[src/clook_pkg.sv]
// ----------------------------------------------------------------------------
// clook_pkg
// Shared types and constants for the circular-sweep disk request queue.
// ----------------------------------------------------------------------------
`default_nettype none
package clook_pkg;
  localparam int DEPTH  = 64;
  localparam int IDX_W  = $clog2(DEPTH);
  localparam int CNT_W  = $clog2(DEPTH + 1);
  localparam int TRK_W  = 10;
  localparam int TAG_W  = 6;
  localparam int PEND_W = 7;

  localparam logic [1:0] ST_OK    = 2'd0;
  localparam logic [1:0] ST_FULL  = 2'd1;
  localparam logic [1:0] ST_EMPTY = 2'd2;

  localparam logic KIND_INSERT = 1'b0;
  localparam logic KIND_REMOVE = 1'b1;

  // controller -> datapath
  typedef struct packed {
    logic load;     // capture request, zero scan index
    logic rd;       // read entry at scan index
    logic step;     // advance scan index
    logic wr_ins;   // write new request at slot
    logic mv_up;    // move entry idx-1 -> idx (insert shift)
    logic mv_dn;    // move entry idx+1 -> idx (remove shift)
    logic set_idx;  // set scan index to given value
    logic [CNT_W-1:0] idx_val;
    logic cnt_inc;
    logic cnt_dec;
    logic hd_ld;    // reload head register from entry 0
    logic res;      // present result
    logic [1:0] status;
  } clook_cmd_t;

  // datapath -> controller
  typedef struct packed {
    logic [CNT_W-1:0] count;
    logic [CNT_W-1:0] idx;
    logic             kind;
    logic             rd_hit;  // registered read satisfies current scan test
    logic             rd_ge_h; // registered read track >= head track
    logic             t_gt_h;
    logic             t_eq_h;
  } clook_sts_t;
endpackage
`default_nettype wire

[src/clook_dp.sv]
// ----------------------------------------------------------------------------
// clook_dp
// Entry memory, scan index, count and head registers.
// ----------------------------------------------------------------------------
`default_nettype none
module clook_dp (
  input  wire                     clk,
  input  wire                     rst_n,
  input  wire                     in_kind,
  input  wire [clook_pkg::TRK_W-1:0] in_track,
  input  wire [clook_pkg::TAG_W-1:0] in_tag,
  input  wire clook_pkg::clook_cmd_t cmd,
  input  wire                     below_phase,
  output clook_pkg::clook_sts_t   sts,
  output logic                    out_strobe,
  output logic                    out_head_valid,
  output logic [clook_pkg::TRK_W-1:0] out_head_track,
  output logic [clook_pkg::TAG_W-1:0] out_head_tag,
  output logic [clook_pkg::PEND_W-1:0] out_pending,
  output logic [1:0]              out_status
);
  import clook_pkg::*;

  logic [TRK_W-1:0] mem_trk [DEPTH];
  logic [TAG_W-1:0] mem_tag [DEPTH];

  logic [TRK_W-1:0] trk_r, rd_trk_r, hd_trk_r;
  logic [TAG_W-1:0] tag_r, rd_tag_r, hd_tag_r;
  logic             kind_r;
  logic [CNT_W-1:0] cnt_r, idx_r;
  logic             strobe_r;
  logic [1:0]       status_r;

  logic [IDX_W-1:0] rd_addr, wr_addr;
  logic             wr_en;
  logic [TRK_W-1:0] wr_trk;
  logic [TAG_W-1:0] wr_tag;

  // read address: idx for scan, idx-1 for insert shift, idx+1 for remove shift, 0 for head reload
  always_comb begin
    rd_addr = idx_r[IDX_W-1:0];
    if (cmd.mv_up) rd_addr = IDX_W'(idx_r - CNT_W'(1));
    if (cmd.mv_dn) rd_addr = IDX_W'(idx_r + CNT_W'(1));
    if (cmd.hd_ld) rd_addr = '0;
  end

  always_comb begin
    wr_en   = cmd.wr_ins | cmd.mv_up | cmd.mv_dn;
    wr_addr = idx_r[IDX_W-1:0];
    wr_trk  = cmd.wr_ins ? trk_r : rd_trk_r;
    wr_tag  = cmd.wr_ins ? tag_r : rd_tag_r;
  end

  // read data registered; moves use the previous cycle's read (pipelined)
  always_ff @(posedge clk) begin
    if (cmd.rd) begin
      rd_trk_r <= mem_trk[rd_addr];
      rd_tag_r <= mem_tag[rd_addr];
    end
    if (wr_en) begin
      mem_trk[wr_addr] <= wr_trk;
      mem_tag[wr_addr] <= wr_tag;
    end
  end

  always_ff @(posedge clk) begin
    if (cmd.load) begin
      trk_r  <= in_track;
      tag_r  <= in_tag;
      kind_r <= in_kind;
    end
    if (cmd.hd_ld) begin
      hd_trk_r <= mem_trk[0];
      hd_tag_r <= mem_tag[0];
    end
  end

  always_ff @(posedge clk) begin
    if (!rst_n) begin
      cnt_r    <= '0;
      idx_r    <= '0;
      strobe_r <= 1'b0;
      status_r <= ST_OK;
    end else begin
      if (cmd.load)      idx_r <= '0;
      else if (cmd.set_idx) idx_r <= cmd.idx_val;
      else if (cmd.step) idx_r <= idx_r + CNT_W'(1);
      if (cmd.cnt_inc) cnt_r <= cnt_r + CNT_W'(1);
      if (cmd.cnt_dec) cnt_r <= cnt_r - CNT_W'(1);
      strobe_r <= cmd.res;
      if (cmd.res) status_r <= cmd.status;
    end
  end

  always_comb begin
    sts.count   = cnt_r;
    sts.idx     = idx_r;
    sts.kind    = kind_r;
    sts.t_gt_h  = trk_r > hd_trk_r;
    sts.t_eq_h  = trk_r == hd_trk_r;
    sts.rd_ge_h = rd_trk_r >= hd_trk_r;
    if (trk_r > hd_trk_r)       sts.rd_hit = (rd_trk_r >= trk_r) || (rd_trk_r < hd_trk_r);
    else if (trk_r == hd_trk_r) sts.rd_hit = rd_trk_r != hd_trk_r;
    else if (!below_phase)      sts.rd_hit = rd_trk_r < hd_trk_r;
    else                        sts.rd_hit = rd_trk_r > trk_r;
  end

  // head register tracks entry 0; output shows zero when empty
  assign out_strobe     = strobe_r;
  assign out_head_valid = cnt_r != '0;
  assign out_head_track = (cnt_r != '0) ? hd_trk_r : '0;
  assign out_head_tag   = (cnt_r != '0) ? hd_tag_r : '0;
  assign out_pending    = PEND_W'(cnt_r);
  assign out_status     = status_r;
endmodule
`default_nettype wire

[src/clook_ctrl.sv]
// ----------------------------------------------------------------------------
// clook_ctrl
// Sequencer: slot search, shift, write, head reload, result.
// ----------------------------------------------------------------------------
`default_nettype none
module clook_ctrl (
  input  wire                      clk,
  input  wire                      rst_n,
  input  wire                      start,
  output logic                     busy,
  input  wire clook_pkg::clook_sts_t sts,
  output clook_pkg::clook_cmd_t    cmd,
  output logic                     below_phase
);
  import clook_pkg::*;

  typedef enum logic [7:0] {
    S_IDLE  = 8'b0000_0001,
    S_DEC   = 8'b0000_0010,
    S_SRD   = 8'b0000_0100, // issue read at idx
    S_SCHK  = 8'b0000_1000, // test registered read
    S_MRD   = 8'b0001_0000, // read for move
    S_MWR   = 8'b0010_0000, // write move
    S_HEAD  = 8'b0100_0000,
    S_DONE  = 8'b1000_0000
  } state_t;

  state_t state_r, state_nxt;
  logic   below_r, below_nxt;
  logic [CNT_W-1:0] slot_r, slot_nxt;
  logic [1:0] st_r, st_nxt;

  assign busy = state_r != S_IDLE;
  assign below_phase = below_r;

  always_comb begin
    state_nxt = state_r;
    below_nxt = below_r;
    slot_nxt  = slot_r;
    st_nxt    = st_r;
    cmd       = '0;
    case (state_r)
      S_IDLE: begin
        if (start) begin
          cmd.load  = 1'b1;
          below_nxt = 1'b0;
          st_nxt    = ST_OK;
          state_nxt = S_DEC;
        end
      end
      S_DEC: begin
        if (sts.kind == KIND_INSERT) begin
          if (sts.count == CNT_W'(DEPTH)) begin
            st_nxt = ST_FULL; state_nxt = S_DONE;
          end else if (sts.count == '0) begin
            slot_nxt = '0; cmd.set_idx = 1'b1; cmd.idx_val = sts.count;
            state_nxt = S_MRD;
          end else begin
            cmd.set_idx = 1'b1; cmd.idx_val = CNT_W'(1);
            state_nxt = S_SRD;
          end
        end else begin
          if (sts.count == '0) begin
            st_nxt = ST_EMPTY; state_nxt = S_DONE;
          end else begin
            cmd.set_idx = 1'b1; cmd.idx_val = '0;
            state_nxt = S_MRD;
          end
        end
      end
      S_SRD: begin
        if (sts.idx >= sts.count) begin
          slot_nxt = sts.count;
          cmd.set_idx = 1'b1; cmd.idx_val = sts.count;
          state_nxt = S_MRD;
        end else begin
          cmd.rd = 1'b1;
          state_nxt = S_SCHK;
        end
      end
      S_SCHK: begin
        if (!sts.t_gt_h && !sts.t_eq_h && !below_r && sts.rd_hit) begin
          // upward run ended; start the wrapped-entry phase at this entry
          below_nxt = 1'b1;
          state_nxt = S_SRD;
          if (sts.rd_ge_h) state_nxt = S_SRD;
        end else if (sts.rd_hit) begin
          slot_nxt = sts.idx;
          cmd.set_idx = 1'b1; cmd.idx_val = sts.count;
          state_nxt = S_MRD;
        end else begin
          cmd.step  = 1'b1;
          state_nxt = S_SRD;
        end
      end
      S_MRD: begin
        // insert: shift up from count down to slot; remove: shift down
        if (sts.kind == KIND_INSERT) begin
          if (sts.idx == slot_r) begin
            cmd.wr_ins = 1'b1; cmd.cnt_inc = 1'b1; state_nxt = S_HEAD;
          end else begin
            cmd.mv_up = 1'b1; cmd.rd = 1'b1; state_nxt = S_MWR;
          end
        end else begin
          if (sts.idx + CNT_W'(1) >= sts.count) begin
            cmd.cnt_dec = 1'b1; state_nxt = S_HEAD;
          end else begin
            cmd.mv_dn = 1'b1; cmd.rd = 1'b1; state_nxt = S_MWR;
          end
        end
      end
      S_MWR: begin
        // registered data now holds the source entry; write it
        if (sts.kind == KIND_INSERT) begin
          cmd.mv_up = 1'b1;
          cmd.set_idx = 1'b1; cmd.idx_val = sts.idx - CNT_W'(1);
        end else begin
          cmd.mv_dn = 1'b1;
          cmd.step  = 1'b1;
        end
        state_nxt = S_MRD;
      end
      S_HEAD: begin
        cmd.hd_ld = 1'b1;
        state_nxt = S_DONE;
      end
      S_DONE: begin
        cmd.res    = 1'b1;
        cmd.status = st_r;
        state_nxt  = S_IDLE;
      end
      default: state_nxt = S_IDLE;
    endcase
  end

  always_ff @(posedge clk) begin
    if (!rst_n) begin
      state_r <= S_IDLE;
      below_r <= 1'b0;
      slot_r  <= '0;
      st_r    <= ST_OK;
    end else begin
      state_r <= state_nxt;
      below_r <= below_nxt;
      slot_r  <= slot_nxt;
      st_r    <= st_nxt;
    end
  end

  a_onehot: assert property (@(posedge clk) disable iff (!rst_n) $onehot(state_r))
    else $error("state not one-hot");
  a_res_once: assert property (@(posedge clk) disable iff (!rst_n)
    cmd.res |=> !cmd.res) else $error("double result");
  a_inc_dec: assert property (@(posedge clk) disable iff (!rst_n)
    !(cmd.cnt_inc && cmd.cnt_dec)) else $error("count inc and dec together");
endmodule
`default_nettype wire

[src/circular_look_disk_request_queue_top.sv]
// ----------------------------------------------------------------------------
// circular_look_disk_request_queue_top
// Circular one-direction disk request queue with sorted insert.
// ----------------------------------------------------------------------------
// Usage: raise start with in_kind/in_track/in_tag while busy is low. Insert
// (kind 0) walks the stored entries from the head to find the slot, then
// shifts later entries up one place; remove (kind 1) shifts all
// entries down one. One result per request: out_strobe is high for one
// cycle with the new head, pending count and status. The receiver cannot
// stall; the result is lost if not taken.
// busy drops in the strobe cycle, so the next request can be accepted then.
// Reset empties the queue (count zero); stored entries are not cleared.
// ----------------------------------------------------------------------------
`default_nettype none
module circular_look_disk_request_queue_top (
  input  wire        clk,
  input  wire        rst_n,
  input  wire        start,
  output logic       busy,
  input  wire        in_kind,
  input  wire [9:0]  in_track,
  input  wire [5:0]  in_tag,
  output logic       out_strobe,
  output logic       out_head_valid,
  output logic [9:0] out_head_track,
  output logic [5:0] out_head_tag,
  output logic [6:0] out_pending,
  output logic [1:0] out_status
);
  import clook_pkg::*;

  clook_cmd_t cmd;
  clook_sts_t sts;
  logic       below;

  clook_ctrl u_ctrl (
    .clk(clk), .rst_n(rst_n), .start(start), .busy(busy),
    .sts(sts), .cmd(cmd), .below_phase(below)
  );

  clook_dp u_dp (
    .clk(clk), .rst_n(rst_n),
    .in_kind(in_kind), .in_track(in_track), .in_tag(in_tag),
    .cmd(cmd), .below_phase(below), .sts(sts),
    .out_strobe(out_strobe), .out_head_valid(out_head_valid),
    .out_head_track(out_head_track), .out_head_tag(out_head_tag),
    .out_pending(out_pending), .out_status(out_status)
  );
endmodule
`default_nettype wire

[config.mk]
export PLATFORM = sky130hd
export DESIGN_NAME = circular_look_disk_request_queue_top
export DESIGN_NICKNAME = d
export VERILOG_FILES = /design/src/clook_pkg.sv /design/src/clook_dp.sv /design/src/clook_ctrl.sv /design/src/circular_look_disk_request_queue_top.sv
export SDC_FILE = /design/constraint.sdc
export NUM_CORES = 1
export LEC_CHECK = 0
export BUFFER_PORTS_ARGS = -buffer_cell sky130_fd_sc_hd__buf_2
export CAP_MARGIN = 20
export CORE_MARGIN = 1
export CORE_UTILIZATION = 25
export DETAILED_ROUTE_END_ITERATION = 10
export PLACE_DENSITY = 0.48
export SLEW_MARGIN = 30
export SYNTH_ARGS = -nofsm -noshare
export SYNTH_HDL_FRONTEND = slang
export SYNTH_SLANG_ARGS = --single-unit
[constraint.sdc]
create_clock -name clk -period 6.2 [get_ports clk]
set_input_delay 0.62 -clock clk [delete_from_list [all_inputs] [get_ports clk]]
set_output_delay 0.62 -clock clk [all_outputs]
set_load 0.05 [all_outputs]
==> flow_summary.json, run 1 <==
{
  "status": "complete, no violations",
  "fillers": 18346,
  "synthesis.nets": 3583,
  "drc": 0,
  "synth-seq-cells": 1108,
  "timing.rr.end": "u_dp.rd_trk_r[4]$_DFFE_PP_",
  "synth-seq-area-share_pct": 72.13,
  "drive_above_1_share_pct": 11.58,
  "die_area_sq_um": 184300,
  "grt_pass1_wl_um": 210400,
  "drtPass1Iterations": 5,
  "ys_warn_count": 0,
  "critical_path.cell_chain": "ha_1 -> nand2_1 -> nor2_1 -> xor2_1 -> ha_1 -> a21oi_1 -> o21ai_0 -> a211oi_1 -> o21ai_2 -> mux2i_2 -> mux2_2 -> nor2_4 -> a22oi_1 -> a311o_1 -> nand4_1",
  "synthTopCellsByCount": "edfxtp_1 (1073), nand2_1 (884), a21oi_1 (276)",
  "hold_violations": 0,
  "hold_buffers": 4,
  "vias": 29558,
  "fin_crit_ns": 5.731,
  "viasPerCell": 4.858,
  "place_ws_ns": 0.6186,
  "timing.fmax_mhz": 174.5,
  "cellLeakagePower_nw": 18.35,
  "nets": 3689,
  "r2r_cells": 15,
  "cp_slowest_cell": "dfxtp_1",
  "hold_class": "input port to register",
  "numPortBuffers": 47,
  "grt_pass1_vias": 28284,
  "power_density_nw_per_um2": 289.0,
  "async_reset_ff_share_pct": 0,
  "max_cap_viol_count": 0,
  "vdd_drop_max_uv": 225.0,
  "endpoint": "u_dp.rd_trk_r[4]$_DFFE_PP_",
  "power.total_mw": 15.40,
  "rrSetupSlack_ns": 0.47,
  "hpwl_um": 88770,
  "path_clk_slew_ns": 0.07,
  "cp_max_fo": 33,
  "avgSynthCellArea_sq_um": 13.00,
  "grt_remaining_overflow": 0,
  "path_buf_inv": 0,
  "rows": 156,
  "timing.setup.tns_ns": 0,
  "grt_usage_pct": 15.58,
  "cpMostUsedCell": "ha_1",
  "ys_top_cells_by_area": "edfxtp_1 (71%), nand2_1 (7.3%), a21oi_1 (3.0%)",
  "cp.required_ns": 6.77,
  "clock_path_buffers": 3,
  "htree_levels": 3,
  "synth_area_leader_cell": "edfxtp_1",
  "io_pins": 48,
  "cp.depth": 15,
  "cts.sinks": 1108,
  "worst_slew_pin_slew_ns": 1.017,
  "antenna_left": 0,
  "cts_buffers": 116,
  "drv_slew": 0,
  "die_w_um": 429.3,
  "synth_flop_cell": "edfxtp_1",
  "final_area_sq_um": 53280,
  "drt_wl_total_um": 147000,
  "syn_area_sq_um": 45640,
  "critPathKind": "register to register",
  "antenna_found_initial": 7,
  "drt_iter0_drc": 3093,
  "startpoint": "u_dp.idx_r[0]$_SDFFE_PP0P_",
  "antenna_cells": 0,
  "tritoncts": "built",
  "syn-instance-count": 3511,
  "placed_cell_area_sq_um": 49680,
  "wl_per_cell_um": 24.17,
  "fin_skew_ns": 0.02406,
  "grt_setup_unrepaired": "false",
  "yosysMostFrequentCell": "edfxtp_1",
  "end_kind": "register",
  "syn2layout_area_growth_pct": 16.73,
  "fin_ws_ns": 0.4692,
  "slowest_delay_ns": 0.82,
  "finalSetupViolations": 0,
  "synth_edf_count": 1073,
  "crit_path_start_kind": "register",
  "cts.root.buffer_cell": "clkbuf_16",
  "r2r_start": "u_dp.idx_r[0]$_SDFFE_PP0P_",
  "clk_latency_ns": 0.74,
  "cts_resized": 0,
  "yosysTopAreaCellShare_pct": 70.59,
  "slew_headroom_pct": 32.01,
  "die_y_um": 429.3,
  "crit_family": "compound AO/OA/AOI/OAI gates",
  "whs_ns": 0.06411,
  "cts_setup_buffers": 0,
  "core_area_sq_um": 181100,
  "initial_core_util_pct": 25.20,
  "finalCritPeriodShare_pct": 92.43,
  "critPathArrivalTime_ns": 6.30,
  "yosysUniqueCellTypes": 76,
  "place.gp.congestion": 0.8577,
  "grt_max_degree": 100
}
metal layers:
layer	track usage [%]	vias up	wire [um]
met5	0	-	34
met4	5.041	6	4180
met3	3.039	185	9882
met2	24.28	961	66960
met1	21.65	15044	65970
li1	-	13362	-
through the flow:
| step | utilization [%] | instances |
|---|---|---|
| after floorplan | - | 3511 |
| after global placement | 27.38 | 5861 |
| after detailed placement | 27.43 | 5864 |
| after CTS | 29.40 | 6083 |
| after global routing | 29.41 | 6084 |
| final | 29.41 | 6084 |
worst min-delay path by stage:
stage	cells past startpoint	to	startpoint
after global routing	1	u_dp.trk_r[2]$_DFFE_PP_	in_track[2]
final	1	u_dp.trk_r[6]$_DFFE_PP_	in_track[6]
after detailed placement	0	u_dp.hd_trk_r[9]$_DFFE_PP_	u_dp.mem_trk[0][9]$_DFFE_PP_
after CTS	1	u_dp.trk_r[6]$_DFFE_PP_	in_track[6]
after global placement	0	u_dp.hd_trk_r[6]$_DFFE_PP_	u_dp.mem_trk[0][6]$_DFFE_PP_
after floorplan	0	u_dp.hd_tag_r[0]$_DFFE_PP_	u_dp.mem_tag[0][0]$_DFFE_PP_
area by class of cell:
class | instances | area [sq um] | area share (%)
Clock buffer | 148 | 3044 | 5.714
Clock inverter | 67 | 483.0 | 0.9065
Inverter | 48 | 180.2 | 0.3382
Multi-Input combinational cell | 2119 | 11760 | 22.06
Sequential cell | 1108 | 32920 | 61.79
Tap cell | 2370 | 2965 | 5.566
Timing Repair Buffer | 224 | 1929 | 3.621
placed cells by master, fill, tap and decap left out, drive strengths merged, types with 14 or more instances in the layout:
cell type	synthesis	routed
a21o	49	49
a21oi	277	277
a221oi	14	14
a22oi	30	30
a311o	15	15
a311oi	30	30
a31o	16	16
a32o	62	62
a32oi	79	79
and3	31	31
buf	97	220
clkbuf	139	148
clkinv	6	68
dfxtp	35	35
edfxtp	1073	1073
ha	51	51
inv	42	42
nand2	884	884
nand3	169	169
nand4	29	29
nor2	123	123
nor2b	14	14
nor3	25	25
o21ai	28	28
o22ai	31	31
o31ai	33	33
xnor2	14	14
xor2	16	16
registers in the layout, indices dropped and copies added, names as in the netlist:
name,count
u_dp.out_status,2
u_dp.tag_r,6
u_ctrl.state_r,8
u_ctrl.st_r,2
u_dp.mem_trk,640
u_dp.rd_trk_r,10
u_ctrl.slot_r,7
u_dp.rd_tag_r,6
u_dp.kind_r,1
u_dp.idx_r,7
u_dp.hd_tag_r,6
u_dp.hd_trk_r,10
u_dp.out_strobe,1
u_ctrl.below_phase,1
u_dp.mem_tag,384
u_dp.out_pending,7
u_dp.trk_r,10
kinds of logic after synthesis:
logic type,Yosys count,synth area share [%]
xor gates and xnor gates,30,0.5757
adders and majority gates,52,1.442
AOI/OAI and AO/OA,694,10.60
DFF,1108,72.13
muxes,14,0.3372
buffers and inverters,284,2.607
and+or+nand+nor,1329,12.31
where the power goes:
part / internal [mW] / switching, mW
Clock: 3.62 / 2.95
Combinational: 0.213 / 0.481
Sequential: 8.11 / 0.0207
No activity file was read; power rests on OpenSTA's default activity.
==> inputs of run 2 (changes only) <==
Settings changed: CORE_UTILIZATION 25 to 45, PLACE_DENSITY 0.48 to 0.7.
==> flow_summary.json, run 2 (synthesis gave the netlist of run 1 again) <==
{
  "placed_cell_area_sq_um": 48310,
  "fin_crit_ns": 5.304,
  "cellLeakagePower_nw": 18.23,
  "layout.cells.non_filler": 5060,
  "drtPass1Iterations": 6,
  "die_y_um": 320.5,
  "viasPerCell": 5.959,
  "cts_resized": 0,
  "status": "complete, no violations",
  "end_kind": "register",
  "numPortBuffers": 47,
  "power_density_nw_per_um2": 291.1,
  "hold_violations": 0,
  "cts_setup_buffers": 0,
  "nets": 3682,
  "grt_pass1_wl_um": 184100,
  "regMostFlops": "u_dp.mem_trk",
  "tritoncts": "built",
  "vdd_drop_max_uv": 218.6,
  "rows": 116,
  "grt_pass1_vias": 28468,
  "core_area_sq_um": 100300,
  "timing.setup.tns_ns": 0,
  "drt_wl_total_um": 125400,
  "final_common_cell": "edfxtp_1",
  "clock_path_buffers": 3,
  "layout_common_cells": "edfxtp_1 (1073), nand2_1 (884), a21oi_1 (276)",
  "top_regs": "u_dp.mem_trk: 640 flops, u_dp.mem_tag: 384 flops",
  "syn2layout_area_growth_pct": 13.31,
  "grt_remaining_overflow": 0,
  "place.gp.congestion": 0.9374,
  "drive_above_1_share_pct": 11.67,
  "slew_headroom_pct": 33.18,
  "timing.fmax_mhz": 188.5,
  "crit_path_start_kind": "register",
  "grt_usage_pct": 24.06,
  "path_clk_slew_ns": 0.06,
  "max_cap_viol_count": 0,
  "finalCoreUtilization_pct": 51.57,
  "grt_max_degree": 119,
  "antenna_found_initial": 5,
  "cts_buffers": 110,
  "drc": 0,
  "drv_slew": 0,
  "cts.sinks": 1108,
  "die_w_um": 320.5,
  "die_area_sq_um": 102700,
  "antenna_cells": 0,
  "cp_max_fo": 35,
  "dp_cells": 4854,
  "hpwl_um": 73550,
  "initial_core_util_pct": 45.51,
  "critPathKind": "register to register",
  "worst_slew_pin_slew_ns": 1.002,
  "fin_skew_ns": 0.02859,
  "clk_latency_ns": 0.68,
  "finalSetupViolations": 0,
  "drt_iter0_drc": 4011,
  "largest_reg_flops": 640,
  "antenna_left": 0,
  "critPathArrivalTime_ns": 5.84,
  "vias": 30152,
  "wl_per_cell_um": 24.78,
  "hold_buffers": 0,
  "htree_levels": 3,
  "cp.required_ns": 6.74,
  "grt_setup_unrepaired": "false",
  "finalCritPeriodShare_pct": 85.56,
  "io_pins": 48,
  "final_area_sq_um": 51720,
  "hold_class": "input port to register",
  "cts.root.buffer_cell": "clkbuf_16"
}
[run 2: changes by cell type in the layout (fill, tap and decap cells not counted), sizes merged]
| cell | delta |
|---|---|
| bufinv | +1 |
| clkbuf | -23 |
| clkinvlp | +6 |
| buf | +3 |
| inv | +6 |
| dlygate4sd3 | -4 |
[run 2: power breakdown]
part,internal [mW],total (mW),switching [mW]
clock,3.46,6.27,2.81
combinational,0.209,0.650,0.441
sequential,8.11,8.13,0.0190
total,11.8,15.1,3.27
[run 2: layout make-up]
cell class	instances	area (sq um)
clock buffer	125	2809
clock inverter	80	576.8
fill	8239	48570
inverter	48	180.2
multi-input combinational	2119	11720
sequential	1108	32920
tap	1357	1698
timing repair buffer	223	1817
[run 2: critical path, cell delays in order (launching register included)]
cell and delay [ns]:
dfxtp_1 0.53, clkinv_1 0.36, ha_1 0.50, ha_1 0.31, nand2_1 0.04, o21ai_0 0.31, a21oi_1 0.16, nor3_1 0.67
or3_4 0.72, buf_4 0.46, nand2_1 0.10, a32oi_1 0.38, nand2_1 0.14, a311o_1 0.36, nand4_1 0.11
[run 2: worst paths after layout]
check	from	endpoint	slack [ns]	cells after the start
setup / recovery	u_dp.idx_r[0]$_SDFFE_PP0P_	u_dp.rd_trk_r[1]$_DFFE_PP_	0.90	14
hold / removal	in_track[3]	u_dp.trk_r[3]$_DFFE_PP_	0.13	1
setup reg to reg	u_dp.idx_r[0]$_SDFFE_PP0P_	u_dp.rd_trk_r[1]$_DFFE_PP_	0.90	14
hold reg to reg	u_dp.mem_trk[0][9]$_DFFE_PP_	u_dp.hd_trk_r[9]$_DFFE_PP_	0.46	0
[run 2: layer usage]
layer | track usage, % | vias up | wire (um)
li1 | - | 13321 | -
met1 | 32.71 | 14893 | 49240
met2 | 38.05 | 1653 | 58360
met3 | 4.805 | 277 | 12470
met4 | 9.559 | 8 | 5280
met5 | 0 | - | 50
[run 2: metrics by stage]
step | setup WS [ns] | hold WS [ns] | total power [mW]
after floorplan | 1.172 | 0.4262 | 8.706
after global placement | 1.089 | 0.4305 | 8.922
after detailed placement | 1.027 | 0.4359 | 8.930
after CTS | 0.9753 | 0.09345 | 15.10
after global routing | 0.6432 | 0.1067 | 15.43
final | 0.8955 | 0.1263 | 15.05
